File: src/hw/rtl/bb3_pkg.sv
// bb3_pkg: shared constants, types and helper functions of the 3x3 box blur
// used by every module of the block, depends on nothing

package bb3_pkg;

  localparam int MAX_WIDTH    = 1024;
  localparam int MAX_HEIGHT   = 4096;
  localparam int COL_W        = $clog2(MAX_WIDTH);
  localparam int ROW_W        = $clog2(MAX_HEIGHT);
  localparam int WIDTH_REG_W  = 11;
  localparam int HEIGHT_REG_W = 13;
  localparam int CFG_DATA_W   = 13;
  localparam int CFG_IDX_W    = 1;
  localparam int CHAN_W       = 8;
  localparam int CHANS        = 3;
  localparam int SLOTS        = 3;
  localparam int PIX_W        = CHANS * CHAN_W;
  localparam int SUM_W        = 12;
  localparam int COLSUM_W     = 10;
  localparam int N_W          = 4;
  localparam int NUM_W        = SUM_W + 1;
  localparam int RECIP_W      = 18;
  localparam int RECIP_SHIFT  = 18;
  localparam int PROD_W       = NUM_W + RECIP_W;

  localparam logic [WIDTH_REG_W-1:0]  WIDTH_RESET  = 11'd1024;
  localparam logic [HEIGHT_REG_W-1:0] HEIGHT_RESET = 13'd1024;

  typedef enum logic [CFG_IDX_W-1:0] {
    REG_FRAME_WIDTH  = 1'b0,
    REG_FRAME_HEIGHT = 1'b1
  } cfg_reg_e;

  typedef enum logic {
    OP_PIXEL = 1'b0,
    OP_DRAIN = 1'b1
  } op_e;

  typedef logic [1:0]                   slot_t;
  typedef logic [PIX_W-1:0]             pix_t;
  typedef logic [SLOTS-1:0][PIX_W-1:0]  col_t;

  typedef struct packed {
    logic             en;
    logic [COL_W-1:0] addr;
    slot_t            slot;
    pix_t             data;
  } mem_wr_t;

  typedef struct packed {
    logic             en;
    logic [COL_W-1:0] addr;
  } mem_rd_t;

  typedef struct packed {
    logic                        valid;
    logic [CHANS-1:0][SUM_W-1:0] sum;
    logic [N_W-1:0]              n;
    logic                        row_end;
    logic                        frame_end;
  } mean_req_t;

  // ceil(2^18 / (2n)) for the pixel counts a 3x3 window can hold
  function automatic logic [RECIP_W-1:0] recip(input logic [N_W-1:0] n);
    logic [RECIP_W-1:0] r;
    case (n)
      4'd1:    r = 18'd131072;
      4'd2:    r = 18'd65536;
      4'd3:    r = 18'd43691;
      4'd4:    r = 18'd32768;
      4'd6:    r = 18'd21846;
      4'd9:    r = 18'd14564;
      default: r = 18'd131072;
    endcase
    return r;
  endfunction

  function automatic slot_t slot_inc(input slot_t s);
    return (s == 2'd2) ? 2'd0 : s + 2'd1;
  endfunction

  // residue mod 3 from base-4 digits
  function automatic slot_t mod3(input logic [ROW_W-1:0] v);
    logic [2:0] acc;
    acc = 3'd0;
    for (int i = 0; i < ROW_W / 2; i++) begin
      acc = acc + {1'b0, v[2*i +: 2]};
      if (acc >= 3'd3) begin
        acc = acc - 3'd3;
      end
    end
    return acc[1:0];
  endfunction

endpackage

File: src/hw/rtl/bb3_mean.sv
// bb3_mean: rounded mean by reciprocal multiply, then a two-entry output queue
// depends on bb3_pkg

module bb3_mean import bb3_pkg::*; (
  input  logic              clk_i,
  input  logic              rst_ni,
  input  mean_req_t         req_i,
  input  logic              out_ready_i,
  output logic              out_valid_o,
  output logic [CHAN_W-1:0] red_out_o,
  output logic [CHAN_W-1:0] green_out_o,
  output logic [CHAN_W-1:0] blue_out_o,
  output logic              row_end_o,
  output logic              frame_end_o
);

  typedef struct packed {
    logic [CHANS-1:0][CHAN_W-1:0] chan;
    logic                         row_end;
    logic                         frame_end;
  } res_t;

  logic                         pipe_valid_q;
  logic [CHANS-1:0][PROD_W-1:0] prod_q;
  logic                         row_end_q;
  logic                         frame_end_q;
  logic [CHANS-1:0][PROD_W-1:0] prod_d;
  logic [NUM_W-1:0]             num;
  res_t                         push_res;
  res_t                         ent_q [2];
  logic                         wptr_q;
  logic                         rptr_q;
  logic [1:0]                   cnt_q;
  logic                         pop;

  always_comb begin
    prod_d = '0;
    for (int ch = 0; ch < CHANS; ch++) begin
      num = {req_i.sum[ch], 1'b0} + NUM_W'(req_i.n);
      prod_d[ch] = PROD_W'(num) * PROD_W'(recip(req_i.n));
    end
  end

  always_ff @(posedge clk_i) begin
    if (req_i.valid) begin
      prod_q      <= prod_d;
      row_end_q   <= req_i.row_end;
      frame_end_q <= req_i.frame_end;
    end
  end

  always_ff @(posedge clk_i or negedge rst_ni) begin
    if (!rst_ni) begin
      pipe_valid_q <= 1'b0;
    end else begin
      pipe_valid_q <= req_i.valid;
    end
  end

  always_comb begin
    for (int ch = 0; ch < CHANS; ch++) begin
      push_res.chan[ch] = prod_q[ch][RECIP_SHIFT +: CHAN_W];
    end
    push_res.row_end   = row_end_q;
    push_res.frame_end = frame_end_q;
  end

  assign out_valid_o = (cnt_q != 2'd0);
  assign pop         = out_valid_o && out_ready_i;

  always_ff @(posedge clk_i) begin
    if (pipe_valid_q) begin
      ent_q[wptr_q] <= push_res;
    end
  end

  always_ff @(posedge clk_i or negedge rst_ni) begin
    if (!rst_ni) begin
      wptr_q <= 1'b0;
      rptr_q <= 1'b0;
      cnt_q  <= 2'd0;
    end else begin
      if (pipe_valid_q) begin
        wptr_q <= ~wptr_q;
      end
      if (pop) begin
        rptr_q <= ~rptr_q;
      end
      cnt_q <= cnt_q + {1'b0, pipe_valid_q} - {1'b0, pop};
    end
  end

  assign red_out_o   = ent_q[rptr_q].chan[0];
  assign green_out_o = ent_q[rptr_q].chan[1];
  assign blue_out_o  = ent_q[rptr_q].chan[2];
  assign row_end_o   = ent_q[rptr_q].row_end;
  assign frame_end_o = ent_q[rptr_q].frame_end;

endmodule

File: config.mk
export PLATFORM = sky130hd
export DESIGN_NAME = bb3_mean
export DESIGN_NICKNAME = d
export VERILOG_FILES = /design/src/hw/rtl/bb3_pkg.sv /design/src/hw/rtl/bb3_mean.sv
export SDC_FILE = /design/constraint.sdc
export NUM_CORES = 1
export LEC_CHECK = 0
export ABC_AREA = 1
export ABC_CLOCK_PERIOD_IN_PS = 5820
export BUFFER_PORTS_ARGS = -buffer_cell sky130_fd_sc_hd__buf_2
export CAP_MARGIN = 15
export CORE_MARGIN = 2
export CORE_UTILIZATION = 39
export DETAILED_ROUTE_END_ITERATION = 10
export PLACE_DENSITY = 0.55
export SETUP_SLACK_MARGIN = 0.1
export SYNTH_ARGS = -nofsm -noshare
export SYNTH_HDL_FRONTEND = slang
export SYNTH_SLANG_ARGS = --single-unit
File: constraint.sdc
create_clock -name clk_i -period 5.82 [get_ports clk_i]
set_clock_uncertainty 0.05 [all_clocks]
set_input_delay 0.291 -clock clk_i [delete_from_list [all_inputs] [get_ports clk_i]]
set_output_delay 0.291 -clock clk_i [all_outputs]
set_load 0.05 [all_outputs]
Word level (Yosys, flattened, before mapping):

Memory sizes are Yosys's and may differ from the RTL's.
Cells that the tools add are included.

* add/subtract/negate cells: 5
* multiply operators: 3
* equality and inequality tests: 5
* muxes and demuxes: 3
* bitwise logic cells: 2
* reduce and logical (&&, ||, !) cells: 2

Operators with widths (number)
* 18-bit one-hot mux with 5 select lines: 1
* 13-bit by 18-bit multiplier with 26-bit output: 3
* 13-bit by 4-bit adder with 13-bit output: 3
* 4-bit by 2-bit == test with 1-bit output, second input constant: 2
* 4-bit by 3-bit == test with 1-bit output, second input constant: 2
* 4-bit == test, second input constant: 1
* 2-bit by 1-bit adder with 2-bit output: 1
* 1-bit 2-to-1 mux: 2
* 1-bit NOT: 2
* 2-bit nonzero test: 1
* 2-bit by 1-bit subtractor with 2-bit output: 1
* 1-bit logical AND: 1

* flip-flop bits (word level): 85
* memory bits (writable): 52
* bits of input ports: 46
* output and inout port bits: 27
* word-level logic and storage cells: 30
* memories kept: 1

Memory list
* ent_q: depth 2, bits a word 26, rd ports 1, clocked after memory_dff 0, wr ports 1, line bb3_mean.sv:30 `res_t ent_q [2];`

Logic depth before layout (Yosys ltp):

* depth in word-level cells: 3
* mapped depth: 34
* gate-level depth less buffers: 33

Worst setup path before layout:

Ideal clock, no wire load.

* path kind: input-to-reg
* start: input port req_i[3] (netlist bit)
* end: register prod_q[55] (netlist bit), data pin
* arrival: 5.333 ns
* required time: 5.518 ns
* path slack: 0.185 ns
* stages: 25
* path buffers: 0
* cell sequence: ha_1 > fa_1 > nand3_1 > nand2_1 > nand3_1 > nor2_1 > xor2_1 > nor2_1 > nor2_1 > fa_1 > fa_1 > inv_1 > fa_1 > fa_1 > inv_1 > fa_1 > inv_1 > ha_1 > a21o_1 > a31oi_1 > o21ai_0 > a21oi_1 > nand2_1 > nand2_1 > nand2_1

RTL lines
* from (decl): line bb3_mean.sv:7 `input mean_req_t req_i,`
* to (signal assigned): line bb3_mean.sv:46 `prod_q <= prod_d;`
* to (decl): line bb3_mean.sv:24 `logic [CHANS-1:0][PROD_W-1:0] prod_q;`

==> key figures <==
Timing
  – Fin. max-slew vios: 0
  – WHS: 0.0653 ns
  – Final Hold Vio Count: 0
  – Max Fclk: 177 MHz
  – Final setup viols: 0
  – RSZ-0062 raised after global routing: true
  – Rel. slew slack: 37.2%
  – Final Cycle Share: 96.8%
  – Setup TNS: 0 ns
  – Worst slew pin tran: 0.937 ns
  – Min Tclk post-route: 5.64 ns

Logic synthesis
  – Yosys top cell area share: 42.4%
  – Most common library cells after synthesis: 803 x inv_1, 494 x nand2_1, 450 x fa_1, 239 x nor2_1, 167 x ha_1
  – Post-synth EDFFs: 78
  – Cell with the most instances after synthesis: inv_1
  – Average cell area after synthesis: 8.32 µm²
  – Synth area leaders: fa_1 42%, inv_1 14%, edfxtp_1 11%, ha_1 9.8%, nand2_1 8.7%
  – Mapped Cells: 2555
  – Sequential area share after synthesis: 11.6%
  – Main synth FF type: edfxtp_1
  – Async SR Flop Fraction: 6.02%
  – Yosys Warn Count: 0
  – Yosys top cell by area: fa_1
  – Flops & latches, synth: 83
  – Synth cell types: 45
  – Synthesized area: 21300 µm²

Drt
  – Vias: 17.1k
  – DRC Markers: 0
  – Per-cell routed wire length: 16.5 µm
  – Drt first-iter violations: 817
  – WL final: 61.7 mm
  – ANT nets after route: 0
  – Vias per inst: 4.57
  – First drt pass iteration count: 5

Setup path
  – Setup crit end kind: flop
  – Worst-case reg-to-reg path depth: 3
  – Flop2flop setup slack: 3.73 ns
  – CP Class: in -> reg
  – Setup crit start kind: input port
  – CP required: 5.88 ns
  – Crit Path Max Fanout: 5
  – Crit path DAT: 5.69 ns

Pwr
  – Pleak: 14.6 nW
  – Switching Fraction: 49.9%
  – Power per cell area: 243 nW/µm²
  – Flop pwr share: 15.6%
  – Clock power frac: 8.0%
  – Maximum VDD drop: 198 µV
  – Internal power: 3.36 mW
  – Switch Pwr: 3.35 mW
  – Gate power share: 76.4%

Finish
  – Fin cells: 3743
  – Nets: 3705
  – Area Growth Syn to Fin: 30.1%
  – Layout cells sized above 1: 28.2%
  – Final Util: 51.4%
  – Fill cells: 5193
  – Ant. Diodes: 0
  – Final Cell Area: 27700 µm²

CTS
  – Clk sinks: 83
  – CTS tree: done
  – Root Buffer: clkbuf_16
  – Clock latency on the worst-skew pair: 0.35 ns
  – Reg clk slew, reported paths: 0.07 ns
  – Clock Path Buffers: 2
  – Num CTS Buffers: 9
  – H-tree depth: 3

GRT
  – Vias in the first global route: 18.5k
  – Global route total overflow: 0
  – Largest net degree at the start of global routing: 28
  – Initial antenna violation count: 0
  – Total track usage: 22.2%
  – First-pass GRT wire length: 96.8 mm

Placement
  – Hpwl dp: 54.0 mm
  – Area post-placement: 25400 µm²
  – RD Place Congestion: 0.947
  – I/O Buffers: 72
  – Inst Count DP: 3692

Outcome
  – Status: finished clean

Floorplan
  – Site row count: 85
  – Core area: 53800 µm²
  – Die width: 237 µm
  – Die height: 237 µm
  – Die Area: 56400 µm²
  – IO Pins: 73
  – Starting Density: 39.5%

Hold path
  – Hold path cells: 1
  – Hold Crit Class: in -> reg

Job
  – Max-cap check violation count: 0
-- registers in the layout, summed over array words and instances, names as in the netlist --
signal / count
rptr_q: 1
ent_q: 52
wptr_q: 1
prod_q: 24
row_end_q: 1
cnt_q: 2
pipe_valid_q: 1
frame_end_q: 1
-- layer usage --
metal,global-route usage (%),vias up,wire length (µm)
li1,-,8368,-
met1,29.4,8397,27500
met2,39.3,282,31000
met3,2.19,62,1900
met4,5.20,0,1240
met5,0,-,0
-- layout by cell type, fill, tap and decap left out, types with 31 or more instances in the layout --
cell type / Yosys / layout
buf_2: 9 / 69
buf_4: 1 / 401
edfxtp_1: 78 / 78
fa_1: 450 / 429
ha_1: 167 / 119
ha_4: 0 / 45
inv_1: 803 / 747
inv_2: 2 / 54
nand2_1: 494 / 422
nand2_2: 1 / 55
nand3_1: 78 / 64
nor2_1: 239 / 164
nor2_2: 2 / 48
nor2_4: 2 / 31
-- worst max-delay path, stage by stage --
cell and delay (ns):
buf_8 0.10, buf_6 0.13, ha_4 0.31, nand3_4 0.09, nand2_4 0.09, nand4_1 0.12, nor2_2 0.17, xnor2_2 0.07
buf_6 0.13, or2_4 0.24, fa_1 0.57, inv_1 0.06, fa_1 0.58, fa_2 0.46, fa_1 0.52, inv_1 0.05
fa_1 0.51, inv_2 0.05, ha_4 0.25, a21o_1 0.17, nor2_1 0.12, a21oi_2 0.07, nor2_2 0.12, nand2_1 0.07
nand2_1 0.08, nand2_2 0.07, nand3_1 0.08, nand2_2 0.09
-- logic make-up after synthesis --
group | share of synthesized area (%)
buffers and inverters | 14.8
other | 0.0353
and+or+nand+nor | 16.3
AOI/OAI and AO/OA | 3.55
DFF | 11.6
xor gates and xnor gates | 1.48
adders and majority gates | 52.2
-- power by group through the flow --
stage	sequential [mW]	clock (mW)	combinational, mW
after global routing	1.07	0.574	5.71
after global placement	1.05	0	4.29
after floorplan	1.03	0	2.70
after detailed placement	1.06	0	4.34
after CTS	1.05	0.556	4.52
final	1.05	0.538	5.13
-- stage by stage --
stage	setup slack, ns	power, mW
2_1_floorplan	0.185	3.73
3_3_place_gp	-0.641	5.34
3_5_place_dp	-0.706	5.40
4_1_cts	0.0698	6.13
5_1_grt	-0.0850	7.35
6_report	0.183	6.71
-- what timing repair did --
action | 4_1_cts | 5_1_grt
endpoints found under the hold margin | 5 | 0
pin swaps | 21 | 154
setup endpoints to repair | 21 | 24
gates resized for setup | 98 | 344
hold buffers | 1 | 0
setup buffers | 8 | 28
-- worst paths after layout --
path,from,end
max in group asynchronous,rst_ni,pipe_valid_q
hold / removal,req_i[1],row_end_q
hold reg to reg,prod_q[81],ent_q[1][19]
setup reg to reg,rptr_q,rptr_q
setup / recovery,req_i[5],prod_q[25]
min in group asynchronous,rst_ni,rptr_q
-- layout make-up --
cell class                      count  area, µm²  area share [%]
Multi-Input combinational cell   1650      17300            62.7
Timing Repair Buffer              490       3660            13.2
Inverter                          808       3050            11.0
Sequential cell                    83       2470            8.92
Tap cell                          696        871            3.15
Clock buffer                       10        229           0.828
Clock inverter                      6       47.5           0.172
(Power assumes the default switching activity.)
