==> config.mk <==
export PLATFORM = sky130hd
export DESIGN_NAME = bb3_ctrl
export DESIGN_NICKNAME = d
export VERILOG_FILES = /design/src/hw/rtl/bb3_pkg.sv /design/src/hw/rtl/bb3_ctrl.sv
export SDC_FILE = /design/constraint.sdc
export NUM_CORES = 1
export LEC_CHECK = 0
export BUFFER_PORTS_ARGS = -buffer_cell sky130_fd_sc_hd__buf_2
export CORE_ASPECT_RATIO = 1.4
export CORE_MARGIN = 8
export CORE_UTILIZATION = 32
export CTS_BUF_LIST = sky130_fd_sc_hd__clkbuf_8 sky130_fd_sc_hd__clkbuf_16
export CTS_CLUSTER_DIAMETER = 50
export CTS_CLUSTER_SIZE = 40
export DETAILED_ROUTE_END_ITERATION = 16
export PLACE_DENSITY = 0.59
export SETUP_SLACK_MARGIN = 0.15
export SYNTH_ARGS = -nofsm -noshare
export SYNTH_HDL_FRONTEND = slang
export SYNTH_SLANG_ARGS = --single-unit
==> constraint.sdc <==
create_clock -name clk_i -period 13.35 [get_ports clk_i]
set_input_delay 1.335 -clock clk_i [delete_from_list [all_inputs] [get_ports clk_i]]
set_output_delay 1.335 -clock clk_i [all_outputs]
set_load 0.02 [all_outputs]
==> src/hw/rtl/bb3_pkg.sv <==
// bb3_pkg: shared constants, types and helper functions of the 3x3 box blur
// used by every module of the block, depends on nothing

package bb3_pkg;

  localparam int MAX_WIDTH    = 1024;
  localparam int MAX_HEIGHT   = 4096;
  localparam int COL_W        = $clog2(MAX_WIDTH);
  localparam int ROW_W        = $clog2(MAX_HEIGHT);
  localparam int WIDTH_REG_W  = 11;
  localparam int HEIGHT_REG_W = 13;
  localparam int CFG_DATA_W   = 13;
  localparam int CFG_IDX_W    = 1;
  localparam int CHAN_W       = 8;
  localparam int CHANS        = 3;
  localparam int SLOTS        = 3;
  localparam int PIX_W        = CHANS * CHAN_W;
  localparam int SUM_W        = 12;
  localparam int COLSUM_W     = 10;
  localparam int N_W          = 4;
  localparam int NUM_W        = SUM_W + 1;
  localparam int RECIP_W      = 18;
  localparam int RECIP_SHIFT  = 18;
  localparam int PROD_W       = NUM_W + RECIP_W;

  localparam logic [WIDTH_REG_W-1:0]  WIDTH_RESET  = 11'd1024;
  localparam logic [HEIGHT_REG_W-1:0] HEIGHT_RESET = 13'd1024;

  typedef enum logic [CFG_IDX_W-1:0] {
    REG_FRAME_WIDTH  = 1'b0,
    REG_FRAME_HEIGHT = 1'b1
  } cfg_reg_e;

  typedef enum logic {
    OP_PIXEL = 1'b0,
    OP_DRAIN = 1'b1
  } op_e;

  typedef logic [1:0]                   slot_t;
  typedef logic [PIX_W-1:0]             pix_t;
  typedef logic [SLOTS-1:0][PIX_W-1:0]  col_t;

  typedef struct packed {
    logic             en;
    logic [COL_W-1:0] addr;
    slot_t            slot;
    pix_t             data;
  } mem_wr_t;

  typedef struct packed {
    logic             en;
    logic [COL_W-1:0] addr;
  } mem_rd_t;

  typedef struct packed {
    logic                        valid;
    logic [CHANS-1:0][SUM_W-1:0] sum;
    logic [N_W-1:0]              n;
    logic                        row_end;
    logic                        frame_end;
  } mean_req_t;

  // ceil(2^18 / (2n)) for the pixel counts a 3x3 window can hold
  function automatic logic [RECIP_W-1:0] recip(input logic [N_W-1:0] n);
    logic [RECIP_W-1:0] r;
    case (n)
      4'd1:    r = 18'd131072;
      4'd2:    r = 18'd65536;
      4'd3:    r = 18'd43691;
      4'd4:    r = 18'd32768;
      4'd6:    r = 18'd21846;
      4'd9:    r = 18'd14564;
      default: r = 18'd131072;
    endcase
    return r;
  endfunction

  function automatic slot_t slot_inc(input slot_t s);
    return (s == 2'd2) ? 2'd0 : s + 2'd1;
  endfunction

  // residue mod 3 from base-4 digits
  function automatic slot_t mod3(input logic [ROW_W-1:0] v);
    logic [2:0] acc;
    acc = 3'd0;
    for (int i = 0; i < ROW_W / 2; i++) begin
      acc = acc + {1'b0, v[2*i +: 2]};
      if (acc >= 3'd3) begin
        acc = acc - 3'd3;
      end
    end
    return acc[1:0];
  endfunction

endpackage

==> src/hw/rtl/bb3_ctrl.sv <==
// bb3_ctrl: frame registers, raster counters and the read-accumulate sequencer
// drives the line store and the mean unit; depends on bb3_pkg

module bb3_ctrl import bb3_pkg::*; (
  input  logic                  clk_i,
  input  logic                  rst_ni,
  input  logic                  cfg_we_i,
  input  logic [CFG_IDX_W-1:0]  cfg_idx_i,
  input  logic [CFG_DATA_W-1:0] cfg_wdata_i,
  input  logic                  in_valid_i,
  output logic                  in_ready_o,
  input  logic                  op_i,
  input  logic [CHAN_W-1:0]     red_in_i,
  input  logic [CHAN_W-1:0]     green_in_i,
  input  logic [CHAN_W-1:0]     blue_in_i,
  input  logic                  out_beat_i,
  output mem_wr_t               mem_wr_o,
  output mem_rd_t               mem_rd_o,
  input  col_t                  mem_rd_data_i,
  output mean_req_t             mean_req_o
);

  typedef enum logic [2:0] {
    ST_IDLE   = 3'b001,
    ST_READ   = 3'b010,
    ST_LAUNCH = 3'b100
  } state_e;

  logic [WIDTH_REG_W-1:0]  width_q;
  logic [HEIGHT_REG_W-1:0] height_q;
  logic [WIDTH_REG_W-1:0]  w_eff;
  logic [HEIGHT_REG_W-1:0] h_eff;
  logic [COL_W-1:0]        w_last;
  logic [ROW_W-1:0]        h_last;

  state_e                      state_q, state_d;
  logic [ROW_W-1:0]            row_q, row_d;
  logic [COL_W-1:0]            col_q, col_d;
  slot_t                       rslot_q, rslot_d;
  logic [COL_W-1:0]            dcol_q, dcol_d;
  logic [COL_W-1:0]            x_q, x_d;
  logic                        second_q, second_d;
  logic                        drain_q, drain_d;
  slot_t                       top_q, top_d;
  slot_t                       mid_q, mid_d;
  slot_t                       bot_q, bot_d;
  logic                        top_v_q, top_v_d;
  logic                        bot_v_q, bot_v_d;
  logic [1:0]                  k_q, k_d;
  logic                        tag_q, tag_d;
  logic [CHANS-1:0][SUM_W-1:0] acc_q, acc_d;
  logic [1:0]                  ncols_q, ncols_d;
  logic [1:0]                  inflight_q, inflight_d;

  logic                           in_beat;
  logic                           has_first;
  logic                           has_second;
  slot_t                          hs;
  logic [COL_W:0]                 xa;
  logic [COL_W:0]                 xm1;
  logic                           col_ok;
  logic [1:0]                     nrows;
  logic [CHANS-1:0][COLSUM_W-1:0] colsum;

  always_comb begin
    w_eff = width_q;
    if (width_q == '0) begin
      w_eff = WIDTH_REG_W'(1);
    end else if (width_q > WIDTH_REG_W'(MAX_WIDTH)) begin
      w_eff = WIDTH_REG_W'(MAX_WIDTH);
    end
    h_eff = height_q;
    if (height_q == '0) begin
      h_eff = HEIGHT_REG_W'(1);
    end else if (height_q > HEIGHT_REG_W'(MAX_HEIGHT)) begin
      h_eff = HEIGHT_REG_W'(MAX_HEIGHT);
    end
  end

  assign w_last = COL_W'(w_eff - WIDTH_REG_W'(1));
  assign h_last = ROW_W'(h_eff - HEIGHT_REG_W'(1));
  assign hs     = mod3(h_last);

  assign in_ready_o = (state_q == ST_IDLE);
  assign in_beat    = in_valid_i && in_ready_o;
  assign has_first  = (row_q != '0) && (col_q != '0);
  assign has_second = (row_q != '0) && (col_q == w_last);

  // column sum over the rows of the window that lie inside the frame
  always_comb begin
    for (int ch = 0; ch < CHANS; ch++) begin
      colsum[ch] = COLSUM_W'(mem_rd_data_i[mid_q][PIX_W-1-CHAN_W*ch -: CHAN_W])
                 + (top_v_q ? COLSUM_W'(mem_rd_data_i[top_q][PIX_W-1-CHAN_W*ch -: CHAN_W])
                            : COLSUM_W'(0))
                 + (bot_v_q ? COLSUM_W'(mem_rd_data_i[bot_q][PIX_W-1-CHAN_W*ch -: CHAN_W])
                            : COLSUM_W'(0));
    end
  end

  assign xa     = {1'b0, x_q} + (COL_W+1)'(k_q);
  assign xm1    = xa - (COL_W+1)'(1);
  assign col_ok = (k_q != 2'd3) && (xa != '0) && (xm1 <= {1'b0, w_last});
  assign nrows  = 2'd1 + {1'b0, top_v_q} + {1'b0, bot_v_q};

  always_comb begin
    state_d    = state_q;
    row_d      = row_q;
    col_d      = col_q;
    rslot_d    = rslot_q;
    dcol_d     = dcol_q;
    x_d        = x_q;
    second_d   = second_q;
    drain_d    = drain_q;
    top_d      = top_q;
    mid_d      = mid_q;
    bot_d      = bot_q;
    top_v_d    = top_v_q;
    bot_v_d    = bot_v_q;
    k_d        = k_q;
    tag_d      = tag_q;
    acc_d      = acc_q;
    ncols_d    = ncols_q;
    mem_wr_o   = '0;
    mem_rd_o   = '0;
    mean_req_o = '0;

    case (state_q)
      ST_IDLE: begin
        if (in_beat) begin
          k_d = 2'd0;
          if (op_e'(op_i) == OP_PIXEL) begin
            mem_wr_o.en   = 1'b1;
            mem_wr_o.addr = col_q;
            mem_wr_o.slot = rslot_q;
            mem_wr_o.data = {red_in_i, green_in_i, blue_in_i};
            x_d      = has_first ? col_q - COL_W'(1) : w_last;
            second_d = has_first && has_second;
            drain_d  = 1'b0;
            top_d    = slot_inc(rslot_q);
            mid_d    = slot_inc(slot_inc(rslot_q));
            bot_d    = rslot_q;
            top_v_d  = (row_q > ROW_W'(1));
            bot_v_d  = 1'b1;
            if (has_first || has_second) begin
              state_d = ST_READ;
            end
            if (col_q == w_last) begin
              col_d = '0;
              if (row_q == h_last) begin
                row_d   = '0;
                rslot_d = 2'd0;
              end else begin
                row_d   = row_q + ROW_W'(1);
                rslot_d = slot_inc(rslot_q);
              end
            end else begin
              col_d = col_q + COL_W'(1);
            end
          end else begin
            x_d      = dcol_q;
            second_d = 1'b0;
            drain_d  = 1'b1;
            top_d    = slot_inc(slot_inc(hs));
            mid_d    = hs;
            bot_d    = hs;
            top_v_d  = (h_last != '0);
            bot_v_d  = 1'b0;
            state_d  = ST_READ;
            dcol_d   = (dcol_q == w_last) ? '0 : dcol_q + COL_W'(1);
          end
        end
      end
      ST_READ: begin
        mem_rd_o.en   = col_ok;
        mem_rd_o.addr = xm1[COL_W-1:0];
        tag_d         = col_ok;
        if (k_q == 2'd0) begin
          acc_d   = '0;
          ncols_d = 2'd0;
        end else if (tag_q) begin
          for (int ch = 0; ch < CHANS; ch++) begin
            acc_d[ch] = acc_q[ch] + SUM_W'(colsum[ch]);
          end
          ncols_d = ncols_q + 2'd1;
        end
        k_d = k_q + 2'd1;
        if (k_q == 2'd3) begin
          state_d = ST_LAUNCH;
        end
      end
      ST_LAUNCH: begin
        if (inflight_q != 2'd2) begin
          mean_req_o.valid     = 1'b1;
          mean_req_o.sum       = acc_q;
          mean_req_o.n         = N_W'(nrows) * N_W'(ncols_q);
          mean_req_o.row_end   = (x_q == w_last);
          mean_req_o.frame_end = drain_q && (x_q == w_last);
          if (second_q) begin
            second_d = 1'b0;
            x_d      = x_q + COL_W'(1);
            k_d      = 2'd0;
            state_d  = ST_READ;
          end else begin
            state_d = ST_IDLE;
          end
        end
      end
      default: begin
        state_d = ST_IDLE;
      end
    endcase

    if (cfg_we_i) begin
      row_d   = '0;
      col_d   = '0;
      rslot_d = 2'd0;
      dcol_d  = '0;
    end
  end

  assign inflight_d = inflight_q + {1'b0, mean_req_o.valid} - {1'b0, out_beat_i};

  always_ff @(posedge clk_i or negedge rst_ni) begin
    if (!rst_ni) begin
      width_q    <= WIDTH_RESET;
      height_q   <= HEIGHT_RESET;
      state_q    <= ST_IDLE;
      row_q      <= '0;
      col_q      <= '0;
      rslot_q    <= 2'd0;
      dcol_q     <= '0;
      second_q   <= 1'b0;
      k_q        <= 2'd0;
      tag_q      <= 1'b0;
      inflight_q <= 2'd0;
    end else begin
      if (cfg_we_i) begin
        case (cfg_reg_e'(cfg_idx_i))
          REG_FRAME_WIDTH:  width_q  <= cfg_wdata_i[WIDTH_REG_W-1:0];
          REG_FRAME_HEIGHT: height_q <= cfg_wdata_i[HEIGHT_REG_W-1:0];
          default: ;
        endcase
      end
      state_q    <= state_d;
      row_q      <= row_d;
      col_q      <= col_d;
      rslot_q    <= rslot_d;
      dcol_q     <= dcol_d;
      second_q   <= second_d;
      k_q        <= k_d;
      tag_q      <= tag_d;
      inflight_q <= inflight_d;
    end
  end

  always_ff @(posedge clk_i) begin
    x_q     <= x_d;
    drain_q <= drain_d;
    top_q   <= top_d;
    mid_q   <= mid_d;
    bot_q   <= bot_d;
    top_v_q <= top_v_d;
    bot_v_q <= bot_v_d;
    acc_q   <= acc_d;
    ncols_q <= ncols_d;
  end

endmodule

* Word-level counts from Yosys, hierarchy flattened *
Index checks and enable logic that the tools add are counted.

word-level totals
  register bits = 124
  input bits = 116
  output and inout port bits = 92
  word-level logic and storage cells = 212

cells by class
  add/subtract/negate cells = 39
  multiply operators = 1
  $lt $le $gt $ge = 13
  equality and inequality tests = 20
  multiplexer cells = 83
  bitwise gates (word level) = 1
  reductions and logical operators = 33

operators by type and width
  operator                                                            count
  2-to-1 mux 10 bit                                                   17
  binary-select mux 24 bit (select 2 bit)                             3
  2-to-1 mux 37 bit                                                   3
  2-to-1 mux 12 bit                                                   8
  2-to-1 mux 43 bit                                                   2
  2-to-1 mux 24 bit                                                   3
  2-to-1 mux 8 bit                                                    6
  2-to-1 mux 2 bit                                                    19
  adder 12 x 10 -> 12 bit                                             3
  2-to-1 mux 36 bit                                                   1
  adder 10 x 1 -> 10 bit (second input constant)                      3
  adder 9 x 8 -> 10 bit                                               3
  equality test 10 bit                                                3
  2-to-1 mux 3 bit                                                    10
  adder 8 x 8 -> 9 bit                                                3
  nonzero test 12 bit                                                 2
  case mux 10 bit (2 select lines)                                    1
  subtractor 10 x 1 -> 10 bit (second input constant)                 2
  AND reduction 4 bit                                                 4
  adder 3 x 2 -> 3 bit                                                5
  greater-or-equal comparator 3 x 2 -> 1 bit (second input constant)  5
  greater-than comparator 13 bit (second input constant)              1
  zero test 13 bit                                                    1
  adder 12 x 1 -> 12 bit (second input constant)                      1
  40 further kinds                                                    81

* Logic depth before layout (Yosys ltp) *
  depth after elaboration = 26
  depth in mapped cells = 49
  depth with buffers taken out = 47

* Worst setup path after synthesis *
Ideal clock, no wire load.

  path type = register -> register
  start = register height_q[7]
  end = register top_q[1], data pin
  data arrival time = 10.462 ns
  data required time = 13.089 ns
  setup slack = 2.627 ns
  stages on the path, launching flop included = 48
  period minus slack after synthesis = 10.723 ns
  cell sequence = dfrtp_1 > nor4_1 > a41oi_1 > nor2_1 > inv_1 > ha_1 > clkbuf_1 > xor2_1 > ha_1 > fa_1 > ha_1 > ha_1 > nor2_1 > nand3b_1 > o21ai_0 > ha_1 > fa_1 > ha_1 > (+12 left out) > ha_1 > fa_1 > nor4_1 > nor2_1 > ha_1 > a21o_1 > nor3_1 > xnor2_1 > ha_1 > inv_1 > fa_1 > inv_1 > ha_1 > a21oi_1 > nand2_1 > mux2i_1 > nor3b_1 > a311o_1

on the way
  word-level cells in the longest chain between the ends = 26
  elaborated cells on any way between the ends = 35

RTL lines
  element                                                                                         line                          text
  start, declared                                                                                 bb3_ctrl.sv:30                logic [HEIGHT_REG_W-1:0] height_q;
  start signal, assigned                                                                          bb3_ctrl.sv:240               REG_FRAME_HEIGHT: height_q <= cfg_wdata_i[HEIGHT_REG_W-1:0];
  greater-than comparator 13 bit                                                                  bb3_ctrl.sv:75                end else if (height_q > HEIGHT_REG_W'(MAX_HEIGHT)) begin
  2-to-1 mux 12 bit                                                                               bb3_ctrl.sv:75
  2-to-1 mux 12 bit *                                                                             bb3_ctrl.sv:73                if (height_q == '0) begin
  subtractor 12 x 1 -> 12 bit *                                                                   bb3_ctrl.sv:81                assign h_last = ROW_W'(h_eff - HEIGHT_REG_W'(1));
  subtractor 2 x 2 -> 3 bit / greater-or-equal comparator 2 bit (equally long branches)           bb3_pkg.sv:89, bb3_pkg.sv:88
  2-to-1 mux 3 bit                                                                                bb3_pkg.sv:88                 if (acc >= 3'd3) begin
  adder 3 x 2 -> 3 bit                                                                            bb3_pkg.sv:87                 acc = acc + {1'b0, v[2*i +: 2]};
  subtractor 3 x 2 -> 3 bit / greater-or-equal comparator 3 x 2 -> 1 bit (equally long branches)  bb3_pkg.sv:89, bb3_pkg.sv:88
  (+10 left out)                                                                                  n/a
  adder 3 x 2 -> 3 bit *                                                                          bb3_pkg.sv:87
  greater-or-equal comparator 3 x 2 -> 1 bit / subtractor 2 bit (equally long branches)           bb3_pkg.sv:88, bb3_pkg.sv:89
  2-to-1 mux 2 bit *                                                                              bb3_pkg.sv:88
  adder 2 x 1 -> 2 bit / equality test 2 bit (equally long branches)                              bb3_pkg.sv:79                 return (s == 2'd2) ? 2'd0 : s + 2'd1;
  2-to-1 mux 2 bit *                                                                              bb3_pkg.sv:79
  adder 2 x 1 -> 2 bit / equality test 2 bit (equally long branches)                              bb3_pkg.sv:79
  2-to-1 mux 2 bit *                                                                              bb3_pkg.sv:79
  2-to-1 mux 2 bit *                                                                              bb3_ctrl.sv:131               if (op_e'(op_i) == OP_PIXEL) begin
  end signal, assigned                                                                            bb3_ctrl.sv:259               top_q <= top_d;
  end, declared                                                                                   bb3_ctrl.sv:44                slot_t top_q, top_d;

Every way passes the cells marked *; elsewhere a longest branch is shown, timed or not.
A chain may end at the register's enable or synchronous reset.

* Worst setup path in the final report *
  start = register height_q[7]
  end = register bot_q[1], data pin

on the way
  word-level cells in the longest chain between the ends = 22
  elaborated cells on any way between the ends = 29

RTL lines
  element                                                                                         line                          text
  greater-than comparator 13 bit                                                                  bb3_ctrl.sv:75
  2-to-1 mux 12 bit                                                                               bb3_ctrl.sv:75
  2-to-1 mux 12 bit *                                                                             bb3_ctrl.sv:73
  subtractor 12 x 1 -> 12 bit *                                                                   bb3_ctrl.sv:81
  subtractor 2 x 2 -> 3 bit / greater-or-equal comparator 2 bit (equally long branches)           bb3_pkg.sv:89, bb3_pkg.sv:88
  2-to-1 mux 3 bit                                                                                bb3_pkg.sv:88
  adder 3 x 2 -> 3 bit                                                                            bb3_pkg.sv:87
  subtractor 3 x 2 -> 3 bit / greater-or-equal comparator 3 x 2 -> 1 bit (equally long branches)  bb3_pkg.sv:89, bb3_pkg.sv:88
  (+6 left out)                                                                                   n/a
  2-to-1 mux 3 bit                                                                                bb3_pkg.sv:88
  adder 3 x 2 -> 3 bit                                                                            bb3_pkg.sv:87
  subtractor 3 x 2 -> 3 bit / greater-or-equal comparator 3 x 2 -> 1 bit (equally long branches)  bb3_pkg.sv:89, bb3_pkg.sv:88
  2-to-1 mux 3 bit                                                                                bb3_pkg.sv:88
  adder 3 x 2 -> 3 bit *                                                                          bb3_pkg.sv:87
  greater-or-equal comparator 3 x 2 -> 1 bit / subtractor 2 bit (equally long branches)           bb3_pkg.sv:88, bb3_pkg.sv:89
  2-to-1 mux 2 bit *                                                                              bb3_pkg.sv:88
  2-to-1 mux 2 bit *                                                                              bb3_ctrl.sv:131
  end signal, assigned                                                                            bb3_ctrl.sv:261               bot_q <= bot_d;
  end, declared                                                                                   bb3_ctrl.sv:46                slot_t bot_q, bot_d;

Marks and branches as above.

==> summary.md <==
| Metric | Value |
|---|---|
| Critical Path Slowest Stage Cell | `nor4_1` |
| WP data arrival | `roughly 12000 ps` |
| Crit path required time | `13500 ps` |
| Max incr delay on CP | `between 800 and 900 ps` |
| Max FO, Critical Path | `10` |
| Worst-path clk slew | `70 ps` |
| Post-CTS Setup Bufs | `0` |
| Fraction of registers with async set/reset | `between 50% and 60%` |
| Initial Utilization | `approximately 32%` |
| Seq/Total Area, Yosys | `26.3%` |
| Total track usage | `~17%` |
| Skew final | `14.5 ps` |
| Fin. Hold Viols | `0` |
| DR vias/cell | `about 5.3` |
| Synthesis-stage register bit count | `about 120` |
| DIE HEIGHT | `~250 um` |
| CP endpoint kind | `flip-flop` |
| Synth area leaders | `edfxtp_1 13%, dfrtp_1 12%, fa_1 8.4%` |
| Iteration count of the initial detailed-routing pass | `5` |
| 1st-iter DRT viols | `713` |
| Drt wl/cell | `approximately 18 um` |
| Post-synth EDFFs | `57` |
| Nets | `between 1500 and 2000` |
| CP Class | `flip-flop to flip-flop` |
| Final setup fails | `0` |
| N_diodes | `0` |
| Clk root buf | `clkbuf_16` |
| Most common cell after layout, fill and taps aside | `buf_2` |
| Clock buffer depth | `2` |
| Peak Freq | `roughly 83 MHz` |
| Clk_lat worst skew | `roughly 430 ps` |
| H-tree levels | `4` |
| Yosys top cell area share | `between 10% and 20%` |
| Mapped Cells | `~1500` |
| Most frequent cells in the layout | `207 x buf_2, 198 x nor2_1, 96 x nand2_1, 88 x and3_1, 84 x a21oi_1` |
| Die Wd | `roughly 190 um` |
| Setup TNS | `0 ps` |
| Status | `finished, final reports clean` |
| Global-route wire length before repair | `approximately 64 mm` |
| Drt drc | `0` |
| Post-CTS sizing | `0` |
| GP Congestion | `roughly 0.83` |
| CTS Buf Count | `17` |
| Synthesis-to-layout area growth | `16.6%` |
| Antenna-violating nets left | `0` |
| Yosys warning total | `0` |
| Row cnt | `between 80 and 90` |
| Syn Nets | `approximately 1800` |
| Port bufs | `around 210` |
| Initial antenna violation count | `0` |
| Ys flop type | `dfrtp_1` |
| Fraction of layout cells with a size suffix above 1 | `18.6%` |
| Max-slew headroom | `approximately 18%` |
| Fin. max-slew vios | `0` |
| Gr ovfl total | `0` |
| Most frequent CP cell | `ha_1` |
| Crit path time final | `12040 ps` |
| Vias in the first global route | `about 12000` |
| Startpoint class of the critical path | `flip-flop` |
| Clock sink count | `124` |
| Synth unique cells | `76` |
| Leading area contributor after synthesis | `edfxtp_1` |
| Worst-margin pin slew | `approximately 1200 ps` |
| Die area | `0.0471 sq mm` |
| Min-delay worst type | `flip-flop to flip-flop` |
| Final Worst Setup Slack | `1310 ps` |
| Post-place setup slack | `between 1500 and 2000 ps` |
| Core area | `about 0.04 sq mm` |
| Vias | `between 10000 and 15000` |
| CTS tree | `done` |
| Period utilization | `90.2%` |
| Post-Syn Area | `0.0129 sq mm` |
| Largest net degree at the start of global routing | `68` |
| I/O Pins | `208` |
| Max Cap Viol | `0` |
| Hold buffer count at cts | `0` |
| RSZ-0062 raised after global routing | `no` |
| Post-Route WL | `40.5 mm` |
| Detailed placer's ending HPWL | `roughly 30 mm` |
| Syn avg cell area | `approximately 8.6 sq um` |
worst paths after layout:
path                                         start                       end  slack, ps  cells after the start
setup / recovery           height_q[7]$_DFFE_PN0P_        bot_q[1]$_DFFE_PP_       1310                     47
hold / removal                   tag_q$_DFFE_PN0P_         tag_q$_DFFE_PN0P_        520                      1
setup reg to reg           height_q[7]$_DFFE_PN0P_        bot_q[1]$_DFFE_PP_       1310                     47
hold reg to reg                  tag_q$_DFFE_PN0P_         tag_q$_DFFE_PN0P_        520                      1
max in group asynchronous                   rst_ni     row_q[10]$_DFFE_PN0P_      11630                      2
min in group asynchronous                   rst_ni  height_q[12]$_DFFE_PN0P_       1100                      2
cells by family after synthesis:
kind of cell               count (synthesis)  share of synthesized area (%)
and+or+nand+nor                          611                           23.9
AOI/OAI and AO/OA                        289                           14.6
buffers and inverters                    152                           4.50
adders and majority gates                133                           16.0
DFF                                      124                           26.3
muxes                                    103                           8.21
xor gates and xnor gates                  94                           6.49
metal layers:
metal  GRT usage (%)  wire length, um
met1            19.1            16200
met3            2.75             1860
met2            31.7            21600
met4            6.05              790
met5               0                0
stage by stage:
step	instances	utilization, %	hold slack, ps	cell area (sq um)
2_1_floorplan	1506	-	451	12900
3_3_place_gp	2183	36.1	505	14500
3_5_place_dp	2183	36.1	505	14500
4_1_cts	2215	37.6	521	15000
5_1_grt	2215	37.6	549	15000
6_report	2215	37.6	517	15000
final cells by class:
class                      count  area, sq um
clock buffer                  17          425
inverter                      66          248
clock inverter                15          161
tap                          534          668
fill                        4159        25000
sequential                   124         3390
timing repair buffer         229         1200
multi-input combinational   1230         8950
flip-flops by register name, indices dropped and copies added, names as in the netlist, 3 cells and up:
signal / flops
state_q: 3
height_q: 13
width_q: 11
col_q: 10
acc_q: 36
x_q: 10
row_q: 12
dcol_q: 10
synth_stat cells, types with 36 or more instances:
| cell | number |
|---|---|
| o21ai_0 | 70 |
| inv_1 | 64 |
| xnor2_1 | 57 |
| nor2_1 | 199 |
| mux2i_1 | 80 |
| and3_1 | 88 |
| nor2b_1 | 43 |
| a21oi_1 | 84 |
| ha_1 | 79 |
| dfrtp_1 | 64 |
| nand2_1 | 96 |
| edfxtp_1 | 57 |
| fa_1 | 54 |
| xor2_1 | 36 |
| clkbuf_1 | 76 |
critical path, delay by kind of cell, from the launching register on:
family / cells / cell delay (ps)
fa+ha+maj: 19 / 5320
simple gates: 10 / 2600
compound gates: 9 / 1730
xor+xnor: 4 / 730
mux: 2 / 700
flops: 1 / 440
buf+inv: 3 / 230
Power is not shown: default switching activity piles up to over one toggle a cycle in this logic, so the estimate is an artifact.
